`config.mk`:
```
export PLATFORM = sky130hd
export DESIGN_NAME = cave_automaton_step
export DESIGN_NICKNAME = d
export VERILOG_FILES = /design/src/rtl/cas_pkg.sv /design/src/rtl/cas_ram.sv /design/src/rtl/cas_addr_gen.sv /design/src/rtl/cas_stencil.sv /design/src/rtl/cave_automaton_step.sv
export SDC_FILE = /design/constraint.sdc
export NUM_CORES = 2
export LEC_CHECK = 0
export BUFFER_PORTS_ARGS = -buffer_cell sky130_fd_sc_hd__buf_4
export CORE_ASPECT_RATIO = 1.1
export CORE_MARGIN = 4
export CORE_UTILIZATION = 59
export DETAILED_ROUTE_END_ITERATION = 16
export PLACE_DENSITY = 0.75
export SKIP_CTS_REPAIR_TIMING = 1
export SLEW_MARGIN = 20
export SYNTH_ARGS = -nofsm -noshare
export SYNTH_HDL_FRONTEND = slang
export SYNTH_HIERARCHICAL = 1
export SYNTH_SLANG_ARGS = --single-unit
```
`constraint.sdc`:
```
create_clock -name clock -period 14.4 [get_ports clock]
set_input_delay 1.44 -clock clock [delete_from_list [all_inputs] [get_ports clock]]
set_output_delay 1.44 -clock clock [all_outputs]
set_load 0.01 [all_outputs]
```
`src/rtl/cas_pkg.sv`:
```
package cas_pkg;

   // Fixed field widths of the configuration registers and the write port.
   localparam int GRID_WIDTH_W  = 11;
   localparam int GRID_HEIGHT_W = 13;
   localparam int LIMIT_W       = 4;
   localparam int CSR_DATA_W    = 13;
   localparam int CSR_INDEX_W   = 2;

   // Neighbor count and 3x3 window widths.
   localparam int COUNT_W = 4;
   localparam int WIN_W   = 9;

   // Register values after reset.
   localparam logic [GRID_WIDTH_W-1:0]  GRID_WIDTH_RST     = 11'd64;
   localparam logic [GRID_HEIGHT_W-1:0] GRID_HEIGHT_RST    = 13'd64;
   localparam logic [LIMIT_W-1:0]       SURVIVAL_LIMIT_RST = 4'd4;
   localparam logic [LIMIT_W-1:0]       BIRTH_LIMIT_RST    = 4'd5;

   // Register indexes on the configuration port.
   typedef enum logic [CSR_INDEX_W-1:0] {
      CSR_GRID_WIDTH     = 2'd0,
      CSR_GRID_HEIGHT    = 2'd1,
      CSR_SURVIVAL_LIMIT = 2'd2,
      CSR_BIRTH_LIMIT    = 2'd3
   } csr_index_type;

   // Per-cell control that the address stage hands to the stencil stage.
   typedef struct packed {
      logic wall_bit;    // incoming cell, forced to wall for flush beats
      logic have;        // this beat produces a result
      logic off_left;    // window column left of the center is off the map
      logic off_right;   // window column right of the center is off the map
      logic off_top;     // window row above the center is off the map
      logic off_bottom;  // window row below the center is off the map
      logic last;        // result is the final cell of the frame
      logic clear;       // window returns to zero after this beat
   } cas_slot_type;

endpackage

```
`src/rtl/cas_ram.sv`:
```
module cas_ram #(
   parameter int WIDTH = 2,
   parameter int DEPTH = 1024
) (
   input  logic                                  clock,
   input  logic                                  wr_en,
   input  logic [((DEPTH > 1) ? $clog2(DEPTH) : 1)-1:0] wr_addr,
   input  logic [WIDTH-1:0]                      wr_data,
   input  logic                                  rd_en,
   input  logic [((DEPTH > 1) ? $clog2(DEPTH) : 1)-1:0] rd_addr,
   output logic [WIDTH-1:0]                      rd_data
);

   logic [WIDTH-1:0] mem_ff [DEPTH];
   logic [WIDTH-1:0] rd_data_ff;

   // One write port, one registered read port; a read of the entry being
   // written returns the old contents.
   always_ff @(posedge clock) begin
      if (wr_en) begin
         mem_ff[wr_addr] <= wr_data;
      end
      if (rd_en) begin
         rd_data_ff <= mem_ff[rd_addr];
      end
   end

   assign rd_data = rd_data_ff;

endmodule

```
`src/rtl/cas_addr_gen.sv`:
```
module cas_addr_gen #(
   parameter int MAX_WIDTH  = 1024,
   parameter int MAX_HEIGHT = 4096
) (
   input  logic                                clock,
   input  logic                                reset,
   input  logic                                accept,
   input  logic                                kind,
   input  logic                                cell_is_wall,
   input  logic [$clog2(MAX_WIDTH+1)-1:0]      eff_w,
   input  logic [$clog2(MAX_HEIGHT+1)-1:0]     eff_h,
   output logic [$clog2(MAX_WIDTH)-1:0]        rd_addr,
   output logic                                slot_valid,
   output cas_pkg::cas_slot_type               slot
);

   localparam int AW = $clog2(MAX_WIDTH);
   localparam int WW = $clog2(MAX_WIDTH + 1);
   localparam int RW = $clog2(MAX_HEIGHT + 3);

   logic [AW-1:0] col_ff, col_in;
   logic [RW-1:0] row_ff, row_in;

   logic [AW-1:0] c;
   logic [AW-1:0] cc;
   logic [RW-1:0] cr;
   logic [RW-1:0] h_r;
   logic          flush;
   logic          ignore;
   logic          have;
   logic          row_wrap;
   logic [AW-1:0] col_nx;
   logic [RW-1:0] row_nx;
   logic          overflow;

   // Column clamped against the current width, then the window center it
   // completes: one column back, or the end of the row two rows up.
   always_comb begin
      h_r    = RW'(eff_h);
      c      = (WW'(col_ff) >= eff_w) ? AW'(eff_w - WW'(1)) : col_ff;
      flush  = kind || (row_ff >= h_r);
      ignore = kind && (row_ff == '0) && (col_ff == '0);
      if (c != '0) begin
         have = row_ff >= RW'(1);
         cr   = row_ff - RW'(1);
         cc   = c - AW'(1);
      end else begin
         have = row_ff >= RW'(2);
         cr   = row_ff - RW'(2);
         cc   = AW'(eff_w - WW'(1));
      end
      have = have && (cr < h_r);

      slot.wall_bit   = flush ? 1'b1 : cell_is_wall;
      slot.have       = have;
      slot.off_left   = cc == '0;
      slot.off_right  = (WW'(cc) + WW'(1)) == eff_w;
      slot.off_top    = cr == '0;
      slot.off_bottom = (cr + RW'(1)) == h_r;
      slot.last       = have && slot.off_bottom && slot.off_right;

      row_wrap = (WW'(c) + WW'(1)) >= eff_w;
      col_nx   = row_wrap ? '0 : c + AW'(1);
      row_nx   = row_wrap ? row_ff + RW'(1) : row_ff;
      overflow = row_nx > (h_r + RW'(1));
      slot.clear = slot.last || overflow;

      rd_addr    = c;
      slot_valid = !ignore;
   end

   // Next input position.
   always_comb begin
      col_in = col_ff;
      row_in = row_ff;
      if (accept && !ignore) begin
         if (slot.clear) begin
            col_in = '0;
            row_in = '0;
         end else begin
            col_in = col_nx;
            row_in = row_nx;
         end
      end
   end

   always_ff @(posedge clock) begin
      if (reset) begin
         col_ff <= '0;
         row_ff <= '0;
      end else begin
         col_ff <= col_in;
         row_ff <= row_in;
      end
   end

endmodule

```
`src/rtl/cas_stencil.sv`:
```
module cas_stencil #(
   parameter int MAX_WIDTH = 1024
) (
   input  logic                                 clock,
   input  logic                                 reset,
   input  logic                                 advance,
   input  logic                                 load,
   input  logic [$clog2(MAX_WIDTH)-1:0]         in_addr,
   input  cas_pkg::cas_slot_type                in_slot,
   input  logic [1:0]                           rd_data,
   input  logic [cas_pkg::LIMIT_W-1:0]          survival_limit,
   input  logic [cas_pkg::LIMIT_W-1:0]          birth_limit,
   output logic                                 wr_en,
   output logic [$clog2(MAX_WIDTH)-1:0]         wr_addr,
   output logic [1:0]                           wr_data,
   output logic                                 res_valid,
   output logic                                 res_next,
   output logic                                 res_last
);

   localparam int AW = $clog2(MAX_WIDTH);

   logic                               valid_ff;
   logic [AW-1:0]                      addr_ff;
   cas_pkg::cas_slot_type              slot_ff;
   logic                               fwd_ff;
   logic [1:0]                         fwd_data_ff;
   logic [cas_pkg::WIN_W-1:0]          window_ff, window_in;

   logic [1:0]                         stored;
   logic [2:0]                         col;
   logic [cas_pkg::WIN_W-1:0]          win_nx;
   logic [cas_pkg::COUNT_W-1:0]        cnt;
   logic                               off;

   // Stored column bits: bit 0 is two rows up, bit 1 one row up. A write to
   // the same entry in the cycle of the read is taken from the bypass.
   always_comb begin
      stored = fwd_ff ? fwd_data_ff : rd_data;
      col    = {slot_ff.wall_bit, stored[1], stored[0]};
      win_nx = {col, window_ff[cas_pkg::WIN_W-1:3]};
   end

   // Row stores shift down by one row at this column.
   assign wr_en   = valid_ff && advance;
   assign wr_addr = addr_ff;
   assign wr_data = {slot_ff.wall_bit, stored[1]};

   // Wall count over the eight neighbors, off-map positions counting as wall.
   always_comb begin
      cnt = '0;
      for (int k = 0; k < 3; k++) begin
         for (int j = 0; j < 3; j++) begin
            off = ((k == 0) && slot_ff.off_left) || ((k == 2) && slot_ff.off_right) ||
                  ((j == 0) && slot_ff.off_top) || ((j == 2) && slot_ff.off_bottom);
            if (!((k == 1) && (j == 1))) begin
               cnt = cnt + cas_pkg::COUNT_W'(off || win_nx[k*3+j]);
            end
         end
      end
   end

   assign res_valid = valid_ff && slot_ff.have;
   assign res_next  = win_nx[4] ? (cnt >= survival_limit) : (cnt >= birth_limit);
   assign res_last  = slot_ff.last;

   // Window moves on when the beat in this stage retires.
   always_comb begin
      window_in = window_ff;
      if (valid_ff && advance) begin
         window_in = slot_ff.clear ? '0 : win_nx;
      end
   end

   always_ff @(posedge clock) begin
      if (reset) begin
         valid_ff  <= 1'b0;
         window_ff <= '0;
      end else begin
         window_ff <= window_in;
         if (advance) begin
            valid_ff <= load;
         end
      end
   end

   // Beat capture, with the bypass armed when the retiring beat writes the
   // entry that the incoming beat reads.
   always_ff @(posedge clock) begin
      if (advance && load) begin
         addr_ff     <= in_addr;
         slot_ff     <= in_slot;
         fwd_ff      <= wr_en && (wr_addr == in_addr);
         fwd_data_ff <= wr_data;
      end
   end

endmodule

```
`src/rtl/cave_automaton_step.sv`:
```
// Throughput: one beat per clock cycle while the output register is not
// stalled, set by the single read-modify-write of the row memory per cell.
// Result path: the beat that completes a window, grid_width+1 beats after
// its cell, passes the stencil stage register, then the output register.
// Reset clears the input position, the window, the pipeline and the output
// register and restores the register defaults; the row memory is not cleared.
module cave_automaton_step #(
   parameter int MAX_WIDTH  = 1024,
   parameter int MAX_HEIGHT = 4096
) (
   input  logic                                 clock,
   input  logic                                 reset,
   input  logic                                 req_valid,
   output logic                                 req_ready,
   input  logic                                 req_kind,
   input  logic                                 req_cell_is_wall,
   output logic                                 rsp_valid,
   input  logic                                 rsp_ready,
   output logic                                 rsp_next_is_wall,
   output logic                                 rsp_last_of_frame,
   input  logic                                 csr_wr_en,
   input  logic [cas_pkg::CSR_INDEX_W-1:0]      csr_index,
   input  logic [cas_pkg::CSR_DATA_W-1:0]       csr_wdata
);

   localparam int AW = $clog2(MAX_WIDTH);
   localparam int WW = $clog2(MAX_WIDTH + 1);
   localparam int HW = $clog2(MAX_HEIGHT + 1);

   logic [cas_pkg::GRID_WIDTH_W-1:0]  grid_width_ff;
   logic [cas_pkg::GRID_HEIGHT_W-1:0] grid_height_ff;
   logic [cas_pkg::LIMIT_W-1:0]       survival_limit_ff;
   logic [cas_pkg::LIMIT_W-1:0]       birth_limit_ff;

   logic [WW-1:0]          eff_w;
   logic [HW-1:0]          eff_h;
   logic                   accept;
   logic                   s1_adv;
   logic [AW-1:0]          mem_rd_addr;
   logic                   mem_rd_en;
   logic [1:0]             mem_rd_data;
   logic                   mem_wr_en;
   logic [AW-1:0]          mem_wr_addr;
   logic [1:0]             mem_wr_data;
   logic                   slot_valid;
   cas_pkg::cas_slot_type  slot;
   logic                   res_valid;
   logic                   res_next;
   logic                   res_last;
   logic                   rsp_valid_ff;
   logic                   rsp_next_ff;
   logic                   rsp_last_ff;

   // Configuration registers.
   always_ff @(posedge clock) begin
      if (reset) begin
         grid_width_ff     <= cas_pkg::GRID_WIDTH_RST;
         grid_height_ff    <= cas_pkg::GRID_HEIGHT_RST;
         survival_limit_ff <= cas_pkg::SURVIVAL_LIMIT_RST;
         birth_limit_ff    <= cas_pkg::BIRTH_LIMIT_RST;
      end else if (csr_wr_en) begin
         unique case (cas_pkg::csr_index_type'(csr_index))
            cas_pkg::CSR_GRID_WIDTH: begin
               grid_width_ff <= csr_wdata[cas_pkg::GRID_WIDTH_W-1:0];
            end
            cas_pkg::CSR_GRID_HEIGHT: begin
               grid_height_ff <= csr_wdata[cas_pkg::GRID_HEIGHT_W-1:0];
            end
            cas_pkg::CSR_SURVIVAL_LIMIT: begin
               survival_limit_ff <= csr_wdata[cas_pkg::LIMIT_W-1:0];
            end
            cas_pkg::CSR_BIRTH_LIMIT: begin
               birth_limit_ff <= csr_wdata[cas_pkg::LIMIT_W-1:0];
            end
         endcase
      end
   end

   // Grid size in use: zero reads as one, oversize saturates.
   always_comb begin
      if (grid_width_ff == '0) begin
         eff_w = WW'(1);
      end else if (32'(grid_width_ff) > MAX_WIDTH) begin
         eff_w = WW'(MAX_WIDTH);
      end else begin
         eff_w = WW'(grid_width_ff);
      end
      if (grid_height_ff == '0) begin
         eff_h = HW'(1);
      end else if (32'(grid_height_ff) > MAX_HEIGHT) begin
         eff_h = HW'(MAX_HEIGHT);
      end else begin
         eff_h = HW'(grid_height_ff);
      end
   end

   // The stencil stage moves on unless its result is blocked by a full
   // output register that is not being drained.
   assign s1_adv    = !res_valid || !rsp_valid_ff || rsp_ready;
   assign req_ready = s1_adv;
   assign accept    = req_valid && req_ready;
   assign mem_rd_en = accept && slot_valid;

   cas_addr_gen #(
      .MAX_WIDTH  (MAX_WIDTH),
      .MAX_HEIGHT (MAX_HEIGHT)
   ) u_addr_gen (
      .clock        (clock),
      .reset        (reset),
      .accept       (accept),
      .kind         (req_kind),
      .cell_is_wall (req_cell_is_wall),
      .eff_w        (eff_w),
      .eff_h        (eff_h),
      .rd_addr      (mem_rd_addr),
      .slot_valid   (slot_valid),
      .slot         (slot)
   );

   cas_ram #(
      .WIDTH (2),
      .DEPTH (MAX_WIDTH)
   ) u_row_ram (
      .clock   (clock),
      .wr_en   (mem_wr_en),
      .wr_addr (mem_wr_addr),
      .wr_data (mem_wr_data),
      .rd_en   (mem_rd_en),
      .rd_addr (mem_rd_addr),
      .rd_data (mem_rd_data)
   );

   cas_stencil #(
      .MAX_WIDTH (MAX_WIDTH)
   ) u_stencil (
      .clock          (clock),
      .reset          (reset),
      .advance        (s1_adv),
      .load           (mem_rd_en),
      .in_addr        (mem_rd_addr),
      .in_slot        (slot),
      .rd_data        (mem_rd_data),
      .survival_limit (survival_limit_ff),
      .birth_limit    (birth_limit_ff),
      .wr_en          (mem_wr_en),
      .wr_addr        (mem_wr_addr),
      .wr_data        (mem_wr_data),
      .res_valid      (res_valid),
      .res_next       (res_next),
      .res_last       (res_last)
   );

   // Output register for the result beat.
   always_ff @(posedge clock) begin
      if (reset) begin
         rsp_valid_ff <= 1'b0;
      end else if (res_valid && s1_adv) begin
         rsp_valid_ff <= 1'b1;
      end else if (rsp_ready) begin
         rsp_valid_ff <= 1'b0;
      end
   end

   always_ff @(posedge clock) begin
      if (res_valid && s1_adv) begin
         rsp_next_ff <= res_next;
         rsp_last_ff <= res_last;
      end
   end

   assign rsp_valid         = rsp_valid_ff;
   assign rsp_next_is_wall  = rsp_next_ff;
   assign rsp_last_of_frame = rsp_last_ff;

   // The row memory is only read inside the grid in use.
   a_rd_in_grid : assert property (@(posedge clock) disable iff (reset)
      mem_rd_en |-> (WW'(mem_rd_addr) < eff_w))
      else $error("row memory read beyond the grid width");

   // A beat that ends the frame shows up as a final result in the next cycle.
   a_last_follows : assert property (@(posedge clock) disable iff (reset)
      (accept && slot_valid && slot.last) |=> (res_valid && res_last))
      else $error("frame end beat did not produce a final result");

   // A waiting result is never overwritten by the stencil stage.
   a_no_overwrite : assert property (@(posedge clock) disable iff (reset)
      (rsp_valid && !rsp_ready) |-> !(res_valid && s1_adv))
      else $error("result register overwritten while stalled");

endmodule

```
* Word-level counts from Yosys, hierarchy flattened
Memory sizes are Yosys's and may differ from the RTL's. A register that Yosys moved wholly into a read port is not among the register bits.
Index checks and enable logic that the tools add are counted.
** Word-level totals
- Register bits after elaboration :: 89
- Bits in latches :: 0
- Memory bits (writable) :: 2048
- Bits in read-only memories :: 0
- Input port bits :: 22
- Output and inout port bits :: 4
- Memories :: 1
** Operators by class
- $add $sub $neg :: 17
- $mul :: 0
- Div/mod/pow operators :: 0
- $lt $le $gt $ge :: 11
- Equality and inequality tests :: 6
- Shifts and indexed selects :: 0
- Multiplexer cells :: 19
- Bitwise logic cells :: 0
- Reductions and logical operators :: 44
** Memory list
- u_row_ram.mem_ff :: depth 1024, bits a word 2, read ports 1, clocked after memory_dff 1, wr ports 1, line cas_ram.sv:14 : logic [WIDTH-1:0] mem_ff [DEPTH];
** Operator list (count)
- two-way mux 13 bit :: 5
- two-way mux 10 bit :: 4
- adder 13 x 1 -> 13 bit (second input constant) :: 3
- logical NOT 13 bit :: 3
- adder 4 x 1 -> 4 bit :: 6
- adder 10 x 1 -> 11 bit (second input constant) :: 2
- two-way mux 11 bit :: 2
- logical NOT 10 bit :: 2
- subtractor 10 x 1 -> 10 bit (second input constant) :: 2
- logical OR 1 bit :: 16
- equality test 13 bit :: 1
- greater-or-equal comparator 13 x 1 -> 1 bit (second input constant) :: 1
- greater-or-equal comparator 13 bit :: 1
- greater-or-equal comparator 13 x 2 -> 1 bit (second input constant) :: 1
- > comparator 13 bit :: 1
- > comparator 13 bit (second input constant) :: 1
- < comparator 13 bit :: 1
- subtractor 13 x 1 -> 13 bit (second input constant) :: 1
- subtractor 13 x 2 -> 13 bit (second input constant) :: 1
- logical AND 1 bit :: 12
- equality test 11 bit :: 1
- greater-or-equal comparator 10 x 11 -> 1 bit :: 1
- greater-or-equal comparator 11 bit :: 1
- > comparator 11 bit (second input constant) :: 1
- other kinds (15) :: 27

* Longest topological paths before layout
- Depth after elaboration :: 13
- Gate-level depth with buffers :: 43

* Cells and area by module
Netlist, hierarchy kept.
** Modules (own cells, without submodules)
- cas_ram :: instances 1, cells an instance 4793, area each 83777.8 µm²
- cas_addr_gen :: instances 1, cells an instance 768, area each 5764.3 µm²
- cave_automaton_step :: instances 1, cells an instance 167, area each 1467.7 µm²
- cas_stencil :: instances 1, cells an instance 119, area each 1440.1 µm²

* Worst setup path after synthesis
OpenSTA, ideal clock, no wires.
- Path type :: register to register
- Start :: register u_stencil.fwd_ff
- End :: register rsp_next_ff (netlist: rsp_next_is_wall), data pin
- Library setup time :: 0.261 ns
- Arrival :: 10.094 ns
- Data required time :: 14.139 ns
- Setup slack :: 4.045 ns
- Stages on the path, launching flop included :: 13
- Path buffers :: 0
- Cells stage by stage :: edfxtp_1 -> mux2_2 -> nor2_1 -> fa_1 -> inv_1 -> fa_1 -> inv_1 -> fa_1 -> inv_1 -> ha_1 -> a21o_1 -> a31oi_1 -> a21oi_1
** Between the ends
- Elaborated cells on any way between the ends :: 9
- Those cells by class :: add/sub: 3; order compare: 2; mux: 2; reduce/logical: 2
** RTL lines
- from (decl) :: line cas_stencil.sv:26 : logic fwd_ff;
- from (signal assigned) :: line cas_stencil.sv:93 : fwd_ff <= wr_en && (wr_addr == in_addr);
- two-way mux 2 bit * :: line cas_stencil.sv:39 : stored = fwd_ff ? fwd_data_ff : rd_data;
- net mem_wr_data[0] :: line cave_automaton_step.sv:44 : logic [1:0] mem_wr_data;
- logical OR 1 bit * :: line cas_stencil.sv:57 : cnt = cnt + cas_pkg::COUNT_W'(off || win_nx[k*3+j]);
- adder 4 x 1 -> 4 bit * (2 in series) :: line cas_stencil.sv:57
- greater-or-equal comparator 4 bit :: line cas_stencil.sv:64 : assign res_next = win_nx[4] ? (cnt >= survival_limit) : (cnt >= birth_limit);
- two-way mux 1 bit * :: line cas_stencil.sv:64
- net res_next :: line cave_automaton_step.sv:48 : logic res_next;
- to (signal assigned) :: line cave_automaton_step.sv:166 : rsp_next_ff <= res_next;
- to (decl) :: line cave_automaton_step.sv:51 : logic rsp_next_ff;
The timed path passes the listed nets; every way through them passes the cells marked *.
A chain may end at the register's enable or synchronous reset.

==> reports/metrics.csv <==
stage,metric,value,unit
run_status,status,finished clean,
cts,CTS H-tree depth,4,
cts,clk_lat worst skew,870,ps
finish,share of layout cells above drive strength 1,16.68,%
timing,Final Critical Period,10290,ps
critical_path,nature of the critical path endpoint,register,
drt,vias,54170,
grt,global-route usage over all layers,30.53,%
timing,post-route setup TNS,0,ps
synthesis,"Avg Cell Area, Syn",15.81,sq um
synthesis,Syn Nets,5960,
critical_path,Setup crit start kind,register,
synthesis,sequential-to-total area share from yosys stat,68.70,%
synthesis,Netlist cell types,105,
cts,CTS Buf Count,200,
synthesis,post-synthesis cell area,92450,sq um
grt,largest net degree at the start of global routing,242,
grt,initial antenna violation count,9,
floorplanning,row count,152,
timing,RSZ-0062 raised after global routing,false,
drt,DRT Wirelength,248000,um
floorplanning,die height,423.2,um
drt,TritonRoute pass-1 iters,6,
timing,highest clock rate,97.22,MHz
finish,# nets final,5859,
cts,Clock transition at path regs,70,ps
placement,gpl congestion,0.9161,
synthesis,dominant synthesized flop cell,edfxtp_1,
placement,post-DP HPWL,140800,um
timing,setup violators final,0,
drt,drt drc,0,
run,Max Cap Violations,0,
critical_path,slowest CP cell,a21oi_1,
synthesis,"Async S/R FF share, synth",0,%
timing,Tcrit/Tclk final,71.43,%
cts,clock root cell,clkbuf_16,
timing,Max transition margin,15.86,%
floorplanning,Starting Density,59.28,%
synthesis,Syn Inst Count,5847,
cts,CTS tree,built,
critical_path,Max Fanout on Critical Path,65,
cts,# clock sinks,2136,
worst_hold_path,hold crit path type,register to register,
critical_path,critical path data arrival time,10870,ps
synthesis,synth warn,6,
grt,GRT overflow,0,
timing,Final Hold Fails,0,
grt,vias in the first global route,53560,
timing,Setup Skew,37.30,ps
drt,DRT iter0 DRCs,8218,
timing,Final Max Slew Viols,0,
floorplanning,die area,163100,sq um
finish,"commonest non-fill, non-tap cell in the layout",edfxtp_1,
synthesis,"EDFF count, synth",2073,
floorplanning,die width,385.4,um
drt,Routed Antenna Nets,0,
finish,"commonest cells after routing, fill and taps aside","edfxtp_1 (2,073), nor2_1 (1,128), mux4_2 (449), mux2i_1 (227), clkbuf_16 (202)",
critical_path,WS Path Type,register to register,
critical_path,"slowest stage delay, CP",690,ps
floorplanning,CORE AREA,156000,sq um
cts,Max clock buf depth,3,
synthesis,Seq cells post-synth,2136,
finish,area grow syn2layout,8.749,%
critical_path,Required @ worst endpoint,14990,ps
drt,wire per inst,31.02,um
drt,vias per cell,6.776,
placement,IO Port Bufs,25,
floorplanning,IO Count,26,
grt,first-pass GRT wire length,361100,um
finish,final core occ,64.47,%
timing,actual slew at the worst max-slew pin,1262,ps
-- area by class of cell --
| class | count | area (sq um) |
|---|---|---|
| diodes | 6 | 15.01 |
| clock buffers | 257 | 5271 |
| clock inverters | 109 | 928.4 |
| fillers | 10720 | 55410 |
| inverters | 76 | 309.0 |
| multi-input cells | 3190 | 26760 |
| flip-flops and latches | 2136 | 63510 |
| well taps | 2079 | 2601 |
| repair buffers | 142 | 1144 |
-- metrics by stage --
stage / std cells / hold slack, ps / area, sq um / setup slack, ps
5_1_grt: 7989 / 455.4 / 100500 / 3255
3_3_place_gp: 7620 / 443.3 / 94200 / 4359
4_1_cts: 7986 / 449.3 / 100400 / 4205
2_1_floorplan: 5847 / 400.3 / 92450 / 4045
6_report: 7995 / 441.3 / 100500 / 4114
3_5_place_dp: 7620 / 434.9 / 94220 / 4227
-- sequential cells by signal (all words and copies together), names as in the netlist, 6 cells and up --
signal and count:
grid_height_ff 13, grid_width_ff 11, u_addr_gen/col_ff 10, u_addr_gen/row_ff 13, u_row_ram/mem_ff 2048, u_stencil/slot_ff 6, u_stencil/window_ff 6, u_stencil/wr_addr 10
-- metal layers --
metal	vias to the layer above	track usage [%]	part of all wire, %
met5	-	0	0.0097
met4	4	15.20	5.6
met3	697	6.729	12
met2	3434	48.00	48
met1	27550	40.78	35
li1	22490	-	-
-- worst max-delay path: cells and delay by family (launching register included) --
kind            cells  cell delay, ps
compound gates     18            4730
simple gates        8            1710
fa+ha+maj           4            1360
buf+inv             5            1340
flops               1             460
xor+xnor            2             400
-- worst paths after layout --
path,from,end,slack (ps),cells after the start
min,u_stencil/res_last,rsp_last_of_frame,440,0
max,grid_width_ff[10],u_stencil/slot_ff[0],4110,37
min reg2reg,u_stencil/res_last,rsp_last_of_frame,440,0
max reg2reg,grid_width_ff[10],u_stencil/slot_ff[0],4110,37
-- cell usage after synthesis (46+ instances only) --
| library cell | number | share of area (%) |
|---|---|---|
| edfxtp_1 | 2073 | 67 |
| nor2_1 | 1131 | 4.6 |
| mux4_2 | 449 | 11 |
| clkbuf_1 | 276 | 1.1 |
| mux2i_1 | 227 | 2.5 |
| nand2_1 | 182 | 0.74 |
| a21oi_1 | 126 | 0.68 |
| ha_1 | 87 | 1.2 |
| o221ai_1 | 83 | 0.79 |
| nor3_1 | 80 | 0.43 |
| nand3_1 | 79 | 0.43 |
| inv_1 | 72 | 0.29 |
| o21ai_0 | 71 | 0.38 |
| xnor2_1 | 70 | 0.66 |
| dfxtp_1 | 63 | 1.4 |
| buf_1 | 57 | 0.23 |
| a22oi_1 | 53 | 0.43 |
| nor2b_1 | 47 | 0.32 |
| o22ai_1 | 46 | 0.31 |
-- kinds of logic (layout without fill, tap and decap cells) --
| logic type | count (synthesis) | count (layout) | share of synthesized area, % |
|---|---|---|---|
| compound gates | 584 | 584 | 4.542 |
| xor+xnor | 91 | 91 | 0.9068 |
| fa+ha+maj | 91 | 91 | 1.264 |
| buf+inv | 521 | 584 | 2.778 |
| flops | 2136 | 2136 | 68.70 |
| mux | 688 | 688 | 13.54 |
| other cells | 0 | 6 | 0 |
| simple gates | 1736 | 1736 | 8.269 |
Power is left out: the tool's default activity adds up to more than one toggle a clock period on the data nets, which glitch-free logic cannot reach.
